### config.mk
export PLATFORM = sky130hd
export DESIGN_NAME = periodic_timer_bank_with_pause_top_flat
export DESIGN_NICKNAME = d
export VERILOG_FILES = /design/src/ptb_pkg.sv /design/src/ptb_in_if.sv /design/src/ptb_out_if.sv /design/src/ptb_ram.sv /design/src/ptb_ctrl.sv /design/src/periodic_timer_bank_with_pause_top.sv /design/src/flat_wrapper.sv
export SDC_FILE = /design/constraint.sdc
export NUM_CORES = 1
export LEC_CHECK = 0
export ABC_AREA = 1
export ABC_CLOCK_PERIOD_IN_PS = 8820
export BUFFER_PORTS_ARGS = -buffer_cell sky130_fd_sc_hd__buf_2
export CORE_AREA = 3 3 199 396
export CTS_CLUSTER_SIZE = 24
export DETAILED_ROUTE_END_ITERATION = 8
export DIE_AREA = 0 0 202 399
export MAX_ROUTING_LAYER = met4
export PLACE_DENSITY_LB_ADDON = 0.1
export SYNTH_ARGS = -nofsm -noshare
export SYNTH_HDL_FRONTEND = slang
export SYNTH_SLANG_ARGS = --single-unit
### constraint.sdc
create_clock -name clk -period 8.82 [get_ports clk]
set_input_delay 0.441 -clock clk [delete_from_list [all_inputs] [get_ports clk]]
set_output_delay 0.441 -clock clk [all_outputs]
set_load 0.005 [all_outputs]
### src/ptb_pkg.sv
// Shared types, sizes and codes for the periodic timer bank.
package ptb_pkg;

  localparam int NUM_TIMERS = 8;
  localparam int TIME_BITS  = 32;
  localparam int SLOT_W     = (NUM_TIMERS > 1) ? $clog2(NUM_TIMERS) : 1;
  localparam int MASK_W     = 8;

  typedef enum logic [2:0] {
    K_CHECK  = 3'd0,
    K_ALLOC  = 3'd1,
    K_FREE   = 3'd2,
    K_PAUSE  = 3'd3,
    K_RESUME = 3'd4,
    K_CHANGE = 3'd5
  } kind_t;

  typedef enum logic [1:0] {
    ST_OK       = 2'd0,
    ST_NO_FREE  = 2'd1,
    ST_NOT_USED = 2'd2
  } status_t;

  typedef enum logic [2:0] {
    S_IDLE,
    S_CHECK,
    S_EXEC,
    S_RMW,
    S_DONE
  } state_t;

  typedef struct packed {
    logic [2:0]  kind;
    logic [31:0] now;
    logic [2:0]  slot;
    logic [31:0] period;
  } item_t;

  typedef struct packed {
    logic [MASK_W-1:0] elapsed_mask;
    logic [2:0]        given_slot;
    status_t           status;
  } res_t;

  // One slot's timing record as kept in the slot memory.
  typedef struct packed {
    logic [TIME_BITS-1:0] period;
    logic [TIME_BITS-1:0] last;
    logic [TIME_BITS-1:0] ptime;
  } slot_rec_t;

  localparam int REC_W = $bits(slot_rec_t);

  typedef struct packed {
    logic             we;
    logic [SLOT_W-1:0] addr;
    slot_rec_t        data;
  } ram_wr_t;

endpackage

### src/ptb_in_if.sv
// Request channel: valid/ready handshake carrying one request word.
interface ptb_in_if;
  logic                  valid;
  logic                  ready;
  logic [2:0]            kind;
  logic [31:0]           now;
  logic [2:0]            slot;
  logic [31:0]           period;

  modport source (output valid, output kind, output now, output slot, output period,
                  input ready);
  modport sink   (input valid, input kind, input now, input slot, input period,
                  output ready);
endinterface

### src/ptb_out_if.sv
// Response channel: valid/ready handshake carrying one response word.
interface ptb_out_if;
  logic                  valid;
  logic                  ready;
  logic [7:0]            elapsed_mask;
  logic [2:0]            given_slot;
  logic [1:0]            status;

  modport source (output valid, output elapsed_mask, output given_slot, output status,
                  input ready);
  modport sink   (input valid, input elapsed_mask, input given_slot, input status,
                  output ready);
endinterface

### src/ptb_ram.sv
// Generic simple dual-port RAM with one write port and a registered read port.
module ptb_ram #(
  parameter int WIDTH = 8,
  parameter int DEPTH = 8
) (
  input  logic                                   clk,
  input  logic                                   we,
  input  logic [((DEPTH > 1) ? $clog2(DEPTH) : 1)-1:0] waddr,
  input  logic [WIDTH-1:0]                       wdata,
  input  logic [((DEPTH > 1) ? $clog2(DEPTH) : 1)-1:0] raddr,
  output logic [WIDTH-1:0]                       rdata
);

  logic [WIDTH-1:0] mem [DEPTH];

  always_ff @(posedge clk) begin
    if (we) begin
      mem[waddr] <= wdata;
    end
    rdata <= mem[raddr];
  end

endmodule

### src/ptb_ctrl.sv
// Request sequencer: slot flags, elapsed bits and read-modify-write of the slot memory.
module ptb_ctrl (
  input  logic              clk,
  input  logic              rst,
  input  ptb_pkg::item_t    item,
  input  logic              item_valid,
  output logic              item_ready,
  output ptb_pkg::res_t     res,
  output logic              res_valid,
  input  logic              res_ready,
  output ptb_pkg::ram_wr_t  ram_wr,
  output logic [ptb_pkg::SLOT_W-1:0] ram_raddr,
  input  ptb_pkg::slot_rec_t ram_rdata
);
  import ptb_pkg::*;

  state_t                state, state_next;
  logic [2:0]            kind_q, kind_q_next;
  logic [TIME_BITS-1:0]  now_q, now_q_next;
  logic [2:0]            slot_q, slot_q_next;
  logic [TIME_BITS-1:0]  per_q, per_q_next;
  logic [SLOT_W:0]       cnt, cnt_next;
  logic                  rd_pend, rd_pend_next;
  logic [SLOT_W-1:0]     rd_idx, rd_idx_next;
  logic [NUM_TIMERS-1:0] in_use, in_use_next;
  logic [NUM_TIMERS-1:0] paused, paused_next;
  logic [NUM_TIMERS-1:0] elapsed, elapsed_next;
  logic [SLOT_W-1:0]     given_q, given_q_next;
  status_t               status_q, status_q_next;

  logic [SLOT_W-1:0]     sidx;
  logic                  slot_ok;
  logic                  free_found;
  logic [SLOT_W-1:0]     free_idx;
  logic [TIME_BITS-1:0]  diff;
  logic                  fire;
  slot_rec_t             rec;

  assign sidx    = SLOT_W'(slot_q);
  assign slot_ok = (32'(slot_q) < NUM_TIMERS) && in_use[sidx];
  assign diff    = now_q - ram_rdata.ptime - ram_rdata.last;
  assign fire    = in_use[rd_idx] && !paused[rd_idx] && (diff >= ram_rdata.period);

  // Lowest unused slot.
  always_comb begin
    free_found = 1'b0;
    free_idx   = '0;
    for (int i = NUM_TIMERS - 1; i >= 0; i--) begin
      if (!in_use[i]) begin
        free_found = 1'b1;
        free_idx   = SLOT_W'(i);
      end
    end
  end

  // Show the elapsed flags in the response word, cast to its mask width.
  assign res.elapsed_mask = MASK_W'(elapsed);
  assign res.given_slot   = 3'(given_q);
  assign res.status       = status_q;
  assign res_valid        = (state == S_DONE);
  assign item_ready       = (state == S_IDLE);

  always_comb begin
    state_next    = state;
    kind_q_next   = kind_q;
    now_q_next    = now_q;
    slot_q_next   = slot_q;
    per_q_next    = per_q;
    cnt_next      = cnt;
    rd_pend_next  = 1'b0;
    rd_idx_next   = rd_idx;
    in_use_next   = in_use;
    paused_next   = paused;
    elapsed_next  = elapsed;
    given_q_next  = given_q;
    status_q_next = status_q;
    ram_raddr     = sidx;
    ram_wr.we     = 1'b0;
    ram_wr.addr   = sidx;
    rec           = ram_rdata;
    ram_wr.data   = rec;

    case (state)
      S_IDLE: begin
        if (item_valid) begin
          kind_q_next   = item.kind;
          now_q_next    = TIME_BITS'(item.now);
          slot_q_next   = item.slot;
          per_q_next    = TIME_BITS'(item.period);
          cnt_next      = '0;
          given_q_next  = '0;
          status_q_next = ST_OK;
          state_next    = (kind_t'(item.kind) == K_CHECK) ? S_CHECK : S_EXEC;
        end
      end

      S_CHECK: begin
        // Read the next slot while the previous one is evaluated.
        ram_raddr    = cnt[SLOT_W-1:0];
        rd_pend_next = (32'(cnt) < NUM_TIMERS);
        rd_idx_next  = cnt[SLOT_W-1:0];
        cnt_next     = cnt + 1'b1;
        if (rd_pend) begin
          elapsed_next[rd_idx] = fire;
          if (fire) begin
            rec.last    = now_q;
            rec.ptime   = '0;
            ram_wr.we   = 1'b1;
            ram_wr.addr = rd_idx;
            ram_wr.data = rec;
          end
        end
        if (32'(cnt) == NUM_TIMERS) begin
          state_next = S_DONE;
        end
      end

      S_EXEC: begin
        state_next = S_DONE;
        case (kind_t'(kind_q))
          K_ALLOC: begin
            if (free_found) begin
              in_use_next[free_idx]  = 1'b1;
              paused_next[free_idx]  = 1'b0;
              elapsed_next[free_idx] = 1'b0;
              rec.period  = per_q;
              rec.last    = now_q;
              rec.ptime   = '0;
              ram_wr.we   = 1'b1;
              ram_wr.addr = free_idx;
              ram_wr.data = rec;
              given_q_next = free_idx;
            end else begin
              status_q_next = ST_NO_FREE;
            end
          end
          K_FREE, K_PAUSE, K_RESUME, K_CHANGE: begin
            if (!slot_ok) begin
              status_q_next = ST_NOT_USED;
            end else begin
              case (kind_t'(kind_q))
                K_FREE: begin
                  in_use_next[sidx]  = 1'b0;
                  elapsed_next[sidx] = 1'b0;
                end
                K_PAUSE: begin
                  paused_next[sidx] = 1'b1;
                  state_next        = S_RMW;
                end
                K_RESUME: begin
                  paused_next[sidx] = 1'b0;
                  state_next        = S_RMW;
                end
                default: begin
                  elapsed_next[sidx] = 1'b0;
                  state_next         = S_RMW;
                end
              endcase
            end
          end
          default: begin
          end
        endcase
      end

      S_RMW: begin
        // Record of the addressed slot arrives now; patch and write back.
        case (kind_t'(kind_q))
          K_PAUSE:  rec.ptime = now_q;
          K_RESUME: rec.ptime = now_q - ram_rdata.ptime;
          default: begin
            rec.period = per_q;
            rec.last   = now_q;
          end
        endcase
        ram_wr.we   = 1'b1;
        ram_wr.data = rec;
        state_next  = S_DONE;
      end

      S_DONE: begin
        if (res_ready) begin
          state_next = S_IDLE;
        end
      end

      default: state_next = S_IDLE;
    endcase
  end

  always_ff @(posedge clk) begin
    if (rst) begin
      state    <= S_IDLE;
      cnt      <= '0;
      rd_pend  <= 1'b0;
      in_use   <= '0;
      paused   <= '0;
      elapsed  <= '0;
      given_q  <= '0;
      status_q <= ST_OK;
    end else begin
      state    <= state_next;
      cnt      <= cnt_next;
      rd_pend  <= rd_pend_next;
      in_use   <= in_use_next;
      paused   <= paused_next;
      elapsed  <= elapsed_next;
      given_q  <= given_q_next;
      status_q <= status_q_next;
    end
  end

  always_ff @(posedge clk) begin
    kind_q <= kind_q_next;
    now_q  <= now_q_next;
    slot_q <= slot_q_next;
    per_q  <= per_q_next;
    rd_idx <= rd_idx_next;
  end

endmodule

### src/periodic_timer_bank_with_pause_top.sv
// Top level of the periodic timer bank: sequencer, slot memory and response register.
// A bank of periodic millisecond timers. Every request word carries the current time and
// a kind: check all, allocate, free, pause, resume or change period; each request yields
// exactly one response word with the elapsed bits, the granted slot and a status. Period,
// last expiry and pause time of each slot live in one memory with a registered read;
// in-use, paused and elapsed flags live in flip-flops. A check walks the slot memory one
// entry per cycle, the read of the next slot overlapped with the write-back of the current
// one. Pause, resume and change period on a slot in use read-modify-write one entry;
// allocate, free, unknown kinds and refused requests skip it. A new request is taken while
// the previous response still waits in its register.
module periodic_timer_bank_with_pause_top (
  input logic clk,
  input logic rst,
  ptb_in_if.sink    req,
  ptb_out_if.source rsp
);
  import ptb_pkg::*;

  item_t      item;
  res_t       res;
  logic       res_valid;
  logic       res_ready;
  ram_wr_t    ram_wr;
  logic [SLOT_W-1:0] ram_raddr;
  slot_rec_t  ram_rdata;
  logic [REC_W-1:0] rdata_raw;

  logic       out_valid;
  res_t       out_word;

  assign item.kind   = req.kind;
  assign item.now    = req.now;
  assign item.slot   = req.slot;
  assign item.period = req.period;

  ptb_ctrl u_ctrl (
    .clk        (clk),
    .rst        (rst),
    .item       (item),
    .item_valid (req.valid),
    .item_ready (req.ready),
    .res        (res),
    .res_valid  (res_valid),
    .res_ready  (res_ready),
    .ram_wr     (ram_wr),
    .ram_raddr  (ram_raddr),
    .ram_rdata  (ram_rdata)
  );

  ptb_ram #(
    .WIDTH (REC_W),
    .DEPTH (NUM_TIMERS)
  ) u_slot_ram (
    .clk   (clk),
    .we    (ram_wr.we),
    .waddr (ram_wr.addr),
    .wdata (ram_wr.data),
    .raddr (ram_raddr),
    .rdata (rdata_raw)
  );

  assign ram_rdata = slot_rec_t'(rdata_raw);

  // Hold the response word until the sink takes it.
  assign res_ready = !out_valid || rsp.ready;

  always_ff @(posedge clk) begin
    if (rst) begin
      out_valid <= 1'b0;
    end else if (res_valid && res_ready) begin
      out_valid <= 1'b1;
    end else if (rsp.ready) begin
      out_valid <= 1'b0;
    end
  end

  always_ff @(posedge clk) begin
    if (res_valid && res_ready) begin
      out_word <= res;
    end
  end

  assign rsp.valid        = out_valid;
  assign rsp.elapsed_mask = out_word.elapsed_mask;
  assign rsp.given_slot   = out_word.given_slot;
  assign rsp.status       = out_word.status;

endmodule
### src/flat_wrapper.sv
// flat-port wrapper written by rule: the top's interface ports become plain ports
module periodic_timer_bank_with_pause_top_flat import ptb_pkg::*;
  (clk, rst, req_valid, req_kind, req_now, req_slot, req_period, req_ready, rsp_valid, rsp_elapsed_mask, rsp_given_slot, rsp_status, rsp_ready);
  ptb_in_if req_i ();
  ptb_out_if rsp_i ();
  input logic clk;
  input logic rst;
  input wire logic [$bits(req_i.valid)-1:0] req_valid;
  input wire logic [$bits(req_i.kind)-1:0] req_kind;
  input wire logic [$bits(req_i.now)-1:0] req_now;
  input wire logic [$bits(req_i.slot)-1:0] req_slot;
  input wire logic [$bits(req_i.period)-1:0] req_period;
  output wire logic [$bits(req_i.ready)-1:0] req_ready;
  output wire logic [$bits(rsp_i.valid)-1:0] rsp_valid;
  output wire logic [$bits(rsp_i.elapsed_mask)-1:0] rsp_elapsed_mask;
  output wire logic [$bits(rsp_i.given_slot)-1:0] rsp_given_slot;
  output wire logic [$bits(rsp_i.status)-1:0] rsp_status;
  input wire logic [$bits(rsp_i.ready)-1:0] rsp_ready;
  assign req_i.valid = req_valid;
  assign req_i.kind = req_kind;
  assign req_i.now = req_now;
  assign req_i.slot = req_slot;
  assign req_i.period = req_period;
  assign req_ready = req_i.ready;
  assign rsp_valid = rsp_i.valid;
  assign rsp_elapsed_mask = rsp_i.elapsed_mask;
  assign rsp_given_slot = rsp_i.given_slot;
  assign rsp_status = rsp_i.status;
  assign rsp_i.ready = rsp_ready;
  periodic_timer_bank_with_pause_top u_core (.clk(clk), .rst(rst), .req(req_i), .rsp(rsp_i));
endmodule
==> out/qor.txt, run 1 <==
GPL Wtd Cong = 1.01
Top-area cell type share of the netlist area = 0.594
Max stage delay cell, worst path = o21ai_0
Sink Count = 988
CTS tree = yes
Cell area after layout = 0.0485 sq mm
Status = finished, final reports clean
WP data arrival = 8.52 ns
Post-Syn Instances = 3952
Largest area contributor in the netlist = edfxtp_1
Pwr Density = 277 mW/mm^2
Synth Flop Type = edfxtp_1
Crit Path Max Fanout = 19
# DRC = 0
Via count = 30600
Slew headroom = 0.256
Worst Slack Setup Final = 0.664 ns
Input/output buffers = 88
CP delay by family, top = simple AND/OR/NAND/NOR gates
CP Capture Type = flop
Most common cell on crit path = nand2_1
Unrepaired setup endpoints after global routing = no
Worst skew pair latency = 0.71 ns
Post-Syn Area = 0.0432 sq mm
DRT Wirelength = 121000 microns
Vias in the first global route = 30400
Fin nets = 4222
Tcrit/Tclk final = 0.925
Slowest stage delay, CP = 0.86 ns
Post-DP HPWL = 77200 microns
Vias per cell = 5.94
Post-CTS Repair Setup Buffers = 0
Max Root-Sink Buffers = 3
Type of origin of the critical path = flop
Pre-CTS WS = 0.839 ns
Total grt overflow = 0
Area grow syn2layout = 12.2%
Setup Skew = 0.0357 ns
Layout cells sized above 1 = 0.0813
Reg clk slew, reported paths = 0.07 ns
R2R Setup Slk = 0.66 ns
Synth top area cells = edfxtp_1, dfxtp_1, o21ai_0
Slew Viols, Final = 0
Final Hold Vio Count = 0
CORE AREA = 0.0760 sq mm
First-pass iteration count of the detailed router = 6
Final setup violation count = 0
CTS Buf Count = 85
F_max = 123 MHz
Worst slew pin tran = 1.11 ns
Largest net degree at the start of global routing = 177
Non-filler instance count after layout = 5140
IO Pins = 89
GR Util All Layers = 0.308
Root Driver = clkbuf_16
Chip Width = 202 microns
Syn Nets = 4124
Yosys Warn Count = 0
H-tree levels = 3
CP Class = reg2reg
DRT iter0 DRCs = 2421
Post-synthesis sequential area ratio = 0.656
Die area = 0.0806 sq mm
Placed inst area = 0.0448 sq mm
#FFs+latches synth = 988
Antenna viol nets, final = 0
Ys async rst share = 0
First-pass GRT wire length = 182000 microns
CP bufs+invs = 2
Synth unique cells = 53
Critical Path RT = 9.18 ns
Post_cts resized = 0
Row cnt = 143
Worst Hold Class = in2reg
EDFF count, synth = 854
Min Tclk post-route = 8.16 ns
Antenna violations before repair = 2
Starting Density = 0.568
DIE HEIGHT = 399 microns
Avg Inst Size Synth = 10.9 sq um
Placed cells = 4908
Pleak = 17.4 nW
Max-cap violation count = 0
Hold buffer count at cts = 70
Worst VDD drop = 240 uV
Minimum hold slack = 0.0754 ns
Routed WL per cell = 23.5 microns
## cell usage after synthesis (all sizes together), types with 35 or more instances
| cell | count |
|---|---|
| nand2 | 474 |
| buf | 95 |
| clkbuf | 98 |
| inv | 254 |
| o22ai | 113 |
| a31oi | 98 |
| dfxtp | 134 |
| o21bai | 100 |
| edfxtp | 854 |
| ha | 96 |
| nor2 | 612 |
| o21ai | 551 |
| a21oi | 149 |
| nand3 | 125 |
| xor2 | 35 |
## report_power, final
part	internal [W]	switching (W)	leakage (nW)
logic	0.00120	0.00260	7.14
registers	0.00552	0.000107	8.83
clock network	0.00227	0.00175	1.46
## worst reg2reg max path, cell delays in order, from the launching register on
cell      delay, ns
edfxtp_1       0.57
ha_1           0.46
nand3b_1       0.10
nand2_1        0.11
a21oi_1        0.13
o21ai_0        0.86
a21oi_1        0.18
or2_2          0.33
and2_1         0.14
ha_1           0.35
nand2_1        0.13
nor2_1         0.27
inv_1          0.09
o21a_1         0.19
o311ai_0       0.57
xor2_1         0.19
ha_1           0.34
nand2_1        0.06
nor2_1         0.10
nand2_1        0.08
nor2_1         0.15
nand2_1        0.07
nand3_1        0.18
nand4_1        0.22
nand2_2        0.47
nand4_1        0.52
nor2_4         0.58
buf_4          0.38
## sequential cells by signal, indices dropped and copies added (netlist names), 4 cells and up, named ones only
register	flops
u_core.u_slot_ram.mem	768
u_core.u_slot_ram.rdata	96
u_core.u_ctrl.now_q	32
u_core.u_ctrl.per_q	32
u_core.rsp.elapsed_mask	8
u_core.u_ctrl.elapsed	8
u_core.u_ctrl.in_use	8
u_core.u_ctrl.cnt	4
## cell usage in the layout (no fill, tap or decap), types with 70 or more instances in the layout
master / instances
edfxtp_1: 854
nor2_1: 596
nand2_1: 468
o21ai_0: 462
inv_1: 234
a21oi_1: 147
dfxtp_1: 134
nand3_1: 124
o22ai_1: 113
o21bai_1: 100
a31oi_1: 98
ha_1: 96
buf_2: 88
o21ai_1: 86
clkbuf_16: 85
dlygate4sd3_1: 70
## path summary, 6_finish.rpt
kind,from,endpoint,cells after the start
min reg2reg,u_core.u_ctrl.status_q[0],u_core.rsp.status[0],0
max reg2reg,u_core.u_ctrl.now_q[2],u_core.u_slot_ram.mem[4][27],27
min,rsp_ready,u_core.rsp.valid,4
max,u_core.u_ctrl.now_q[2],u_core.u_slot_ram.mem[4][27],27
## routing by layer
metal	GRT usage	share of wire	vias to the layer above
li1	-	-	14300
met1	0.343	0.37	15000
met2	0.553	0.53	980
met3	0.0375	0.048	280
met4	0.140	0.049	0
met5	-	0	-
## final cells by class
type,count,area (sq um)
Antenna cell,2,5.00
Clock buffer,99,2210
Clock inverter,61,771
Fill cell,5977,27600
Inverter,257,980
Multi-Input combinational cell,2514,13100
Sequential cell,988,28300
Tap cell,1015,1270
Timing Repair Buffer,204,1760
## cell families after synthesis
logic type	after synthesis	synth area share
buffers and inverters	450	0.0421
AND/OR/NAND/NOR	1286	0.121
XOR/XNOR	48	0.00973
flip-flops	988	0.656
AO/OA/AOI/OAI	1082	0.143
adder cells (fa/ha/maj)	98	0.0287
## per-stage QoR
stage          setup TNS (ns)  total power, W  utilization
6_report                    0          0.0134        0.637
5_1_grt                     0          0.0141        0.637
4_1_cts                     0          0.0135        0.637
3_5_place_dp                0         0.00946        0.589
3_3_place_gp                0         0.00944        0.589
2_1_floorplan         -248.18         0.00826            -
Power figures use the tool's default switching activity.
==> run 2, diff against run 1 <==
--- a/config.mk
+++ b/config.mk
@@ -12,6 +12,7 @@
 export CTS_CLUSTER_SIZE = 24
 export DETAILED_ROUTE_END_ITERATION = 8
 export DIE_AREA = 0 0 202 399
+export HOLD_SLACK_MARGIN = 0.12
 export MAX_ROUTING_LAYER = met4
 export PLACE_DENSITY_LB_ADDON = 0.1
 export SYNTH_ARGS = -nofsm -noshare
==> run 2 against run 1 <==
- clock skew shrank 0.0011 ns
- fmax increased by 0.37%
- worst hold slack improved by 0.17 ns
- clock power barely moved
- critical path depth unchanged
- cell area barely moved
- count of clock-buffer cells in the layout unchanged
- register-to-register slack better by 0.03 ns
- via count barely moved
- routed wire length is 0.11% lower
- critical endpoint is now u_core.u_slot_ram.mem[4][21]
==> out/qor.txt, run 2 (synthesized netlist as in run 1, its figures left out) <==
Leading registers by flop count = u_core.u_slot_ram.mem x768, u_core.u_slot_ram.rdata x96
Final Hold Vio Count = 0 (unchanged)
Worst slew pin tran = 1.11 ns (-0.00464 ns)
Setup Skew = 0.0346 ns (-0.00105 ns)
Commonest non-fill, non-tap cell in the layout = edfxtp_1
DIE HEIGHT = 399 microns (unchanged)
CP delay by family, top = simple AND/OR/NAND/NOR gates
Min Tclk post-route = 8.13 ns (-0.0304 ns)
Worst skew pair latency = 0.71 ns (about the same)
F_max = 123 MHz (+0.37%)
Area grow syn2layout = 12.2% (about the same)
Post_cts resized = 0 (unchanged)
Max stage delay cell, worst path = o21ai_0
CP Class = reg2reg
Pleak = 17.4 nW (about the same)
First-pass GRT wire length = 182000 microns (about the same)
Most common cell on crit path = nand2_1
Critical Path RT = 9.18 ns (about the same)
Status = finished, final reports clean
First-pass iteration count of the detailed router = 6 (unchanged)
Root Driver = clkbuf_16
CP bufs+invs = 2 (unchanged)
Type of origin of the critical path = flop
Starting Density = 0.568 (unchanged)
# DRC = 0 (unchanged)
Placed cells = 4908 (unchanged)
Antenna viol nets, final = 0 (unchanged)
Worst VDD drop = 240 uV (about the same)
Post-DP HPWL = 77200 microns (unchanged)
Crit path from = u_core.u_ctrl.now_q[2]
Die area = 0.0806 sq mm (unchanged)
Slew headroom = 0.253 (-0.00292)
Most frequent cells in the layout = edfxtp_1, nor2_1, nand2_1
Max Root-Sink Buffers = 3 (unchanged)
Reg with most FFs = u_core.u_slot_ram.mem
Via count = 30500 (-0.020%)
DRT iter0 DRCs = 2348 (-3.0%)
Reg2reg start = u_core.u_ctrl.now_q[2]
DRT Wirelength = 121000 microns (-0.11%)
Routed WL per cell = 23.5 microns (-0.13%)
GPL Wtd Cong = 1.01 (unchanged)
Reg clk slew, reported paths = 0.07 ns (about the same)
Slowest stage delay, CP = 0.85 ns (about the same)
Sink Count = 988 (unchanged)
Chip Width = 202 microns (unchanged)
Input/output buffers = 88 (unchanged)
Largest net degree at the start of global routing = 177 (unchanged)
Crit Path Max Fanout = 19 (unchanged)
GR Util All Layers = 0.308 (about the same)
CP Capture Type = flop
Max reg flops = 768 (unchanged)
Slew Viols, Final = 0 (unchanged)
Fin nets = 4223 (+0.024%)
Unrepaired setup endpoints after global routing = no
Hold Crit Start = req_valid
Layout cells sized above 1 = 0.0812 (about the same)
CORE AREA = 0.0760 sq mm (unchanged)
Final setup violation count = 0 (unchanged)
Setup tns final = 0 ns (unchanged)
Non-filler instance count after layout = 5141 (+0.019%)
Total grt overflow = 0 (unchanged)
H-tree levels = 3 (unchanged)
Worst Hold Class = in2reg
Tcrit/Tclk final = 0.921 (-0.00345)
Vias in the first global route = 30400 (+0.0099%)
IO Pins = 89 (unchanged)
Vias per cell = 5.94 (about the same)
Antenna violations before repair = 2 (unchanged)
Row cnt = 143 (unchanged)
Max-cap violation count = 0 (unchanged)
CTS Buf Count = 85 (unchanged)
CTS tree = yes
Pwr Density = 277 mW/mm^2 (about the same)
WP data arrival = 8.49 ns (-0.03 ns)
## run 2: worst paths after layout
| check | slack [ns] | endpoint | cells after the start |
|---|---|---|---|
| worst min-delay path | 0.25 | u_core.u_ctrl.state[1] | 5 |
| worst max register to register | 0.69 | u_core.u_slot_ram.mem[4][21] | 27 |
| worst max-delay path | 0.69 | u_core.u_slot_ram.mem[4][21] | 27 |
| worst min register to register | 0.44 | u_core.rsp.status[0] | 0 |
## run 2: timing repair
action,4_1_cts,5_1_grt
hold buffers,71,0
setup buffers,0,0
hold endpoints to repair,72,0
## run 2: tightest hold or removal path: cells and delay by family
| kind | cells | cell delay, ns |
|---|---|---|
| buffers and inverters | 2 | 0.22 |
| AO/OA/AOI/OAI | 1 | 0.05 |
| AND/OR/NAND/NOR | 2 | 0.18 |
## run 2: where the power goes
group	leakage, nW	switching (W)	total, W	internal [W]
Combinational	7.14	0.00260	0.00379	0.00120
Clock	1.46	0.00174	0.00401	0.00227
Sequential	8.83	0.000106	0.00562	0.00552
## run 2: layout make-up
type	count	area [sq um]
multi-input cells	2514	13100
flip-flops and latches	988	28300
repair buffers	205	1770
clock buffers	99	2210
fillers	5976	27600
diodes	2	5.00
clock inverters	61	771
well taps	1015	1270
inverters	257	980
## run 2: stage by stage
stage / power (W) / setup WS, ns / cell area [sq um] / utilization / hold WS, ns
6_report: 0.0134 / 0.694 / 48500 / 0.637 / 0.249
5_1_grt: 0.0141 / 0.397 / 48500 / 0.637 / 0.249
3_5_place_dp: 0.00946 / 0.839 / 44800 / 0.589 / 0.426
4_1_cts: 0.0135 / 0.799 / 48500 / 0.637 / 0.193
3_3_place_gp: 0.00944 / 0.956 / 44800 / 0.589 / 0.418
2_1_floorplan: 0.00826 / -0.330 / 43200 / - / 0.409
## run 2: metal layers
metal,global-route usage,share of wire,vias to the layer above
li1,-,-,14300
met1,0.343,0.37,15000
met2,0.553,0.53,998
met3,0.0375,0.048,269
met4,0.140,0.048,0
met5,-,0,-
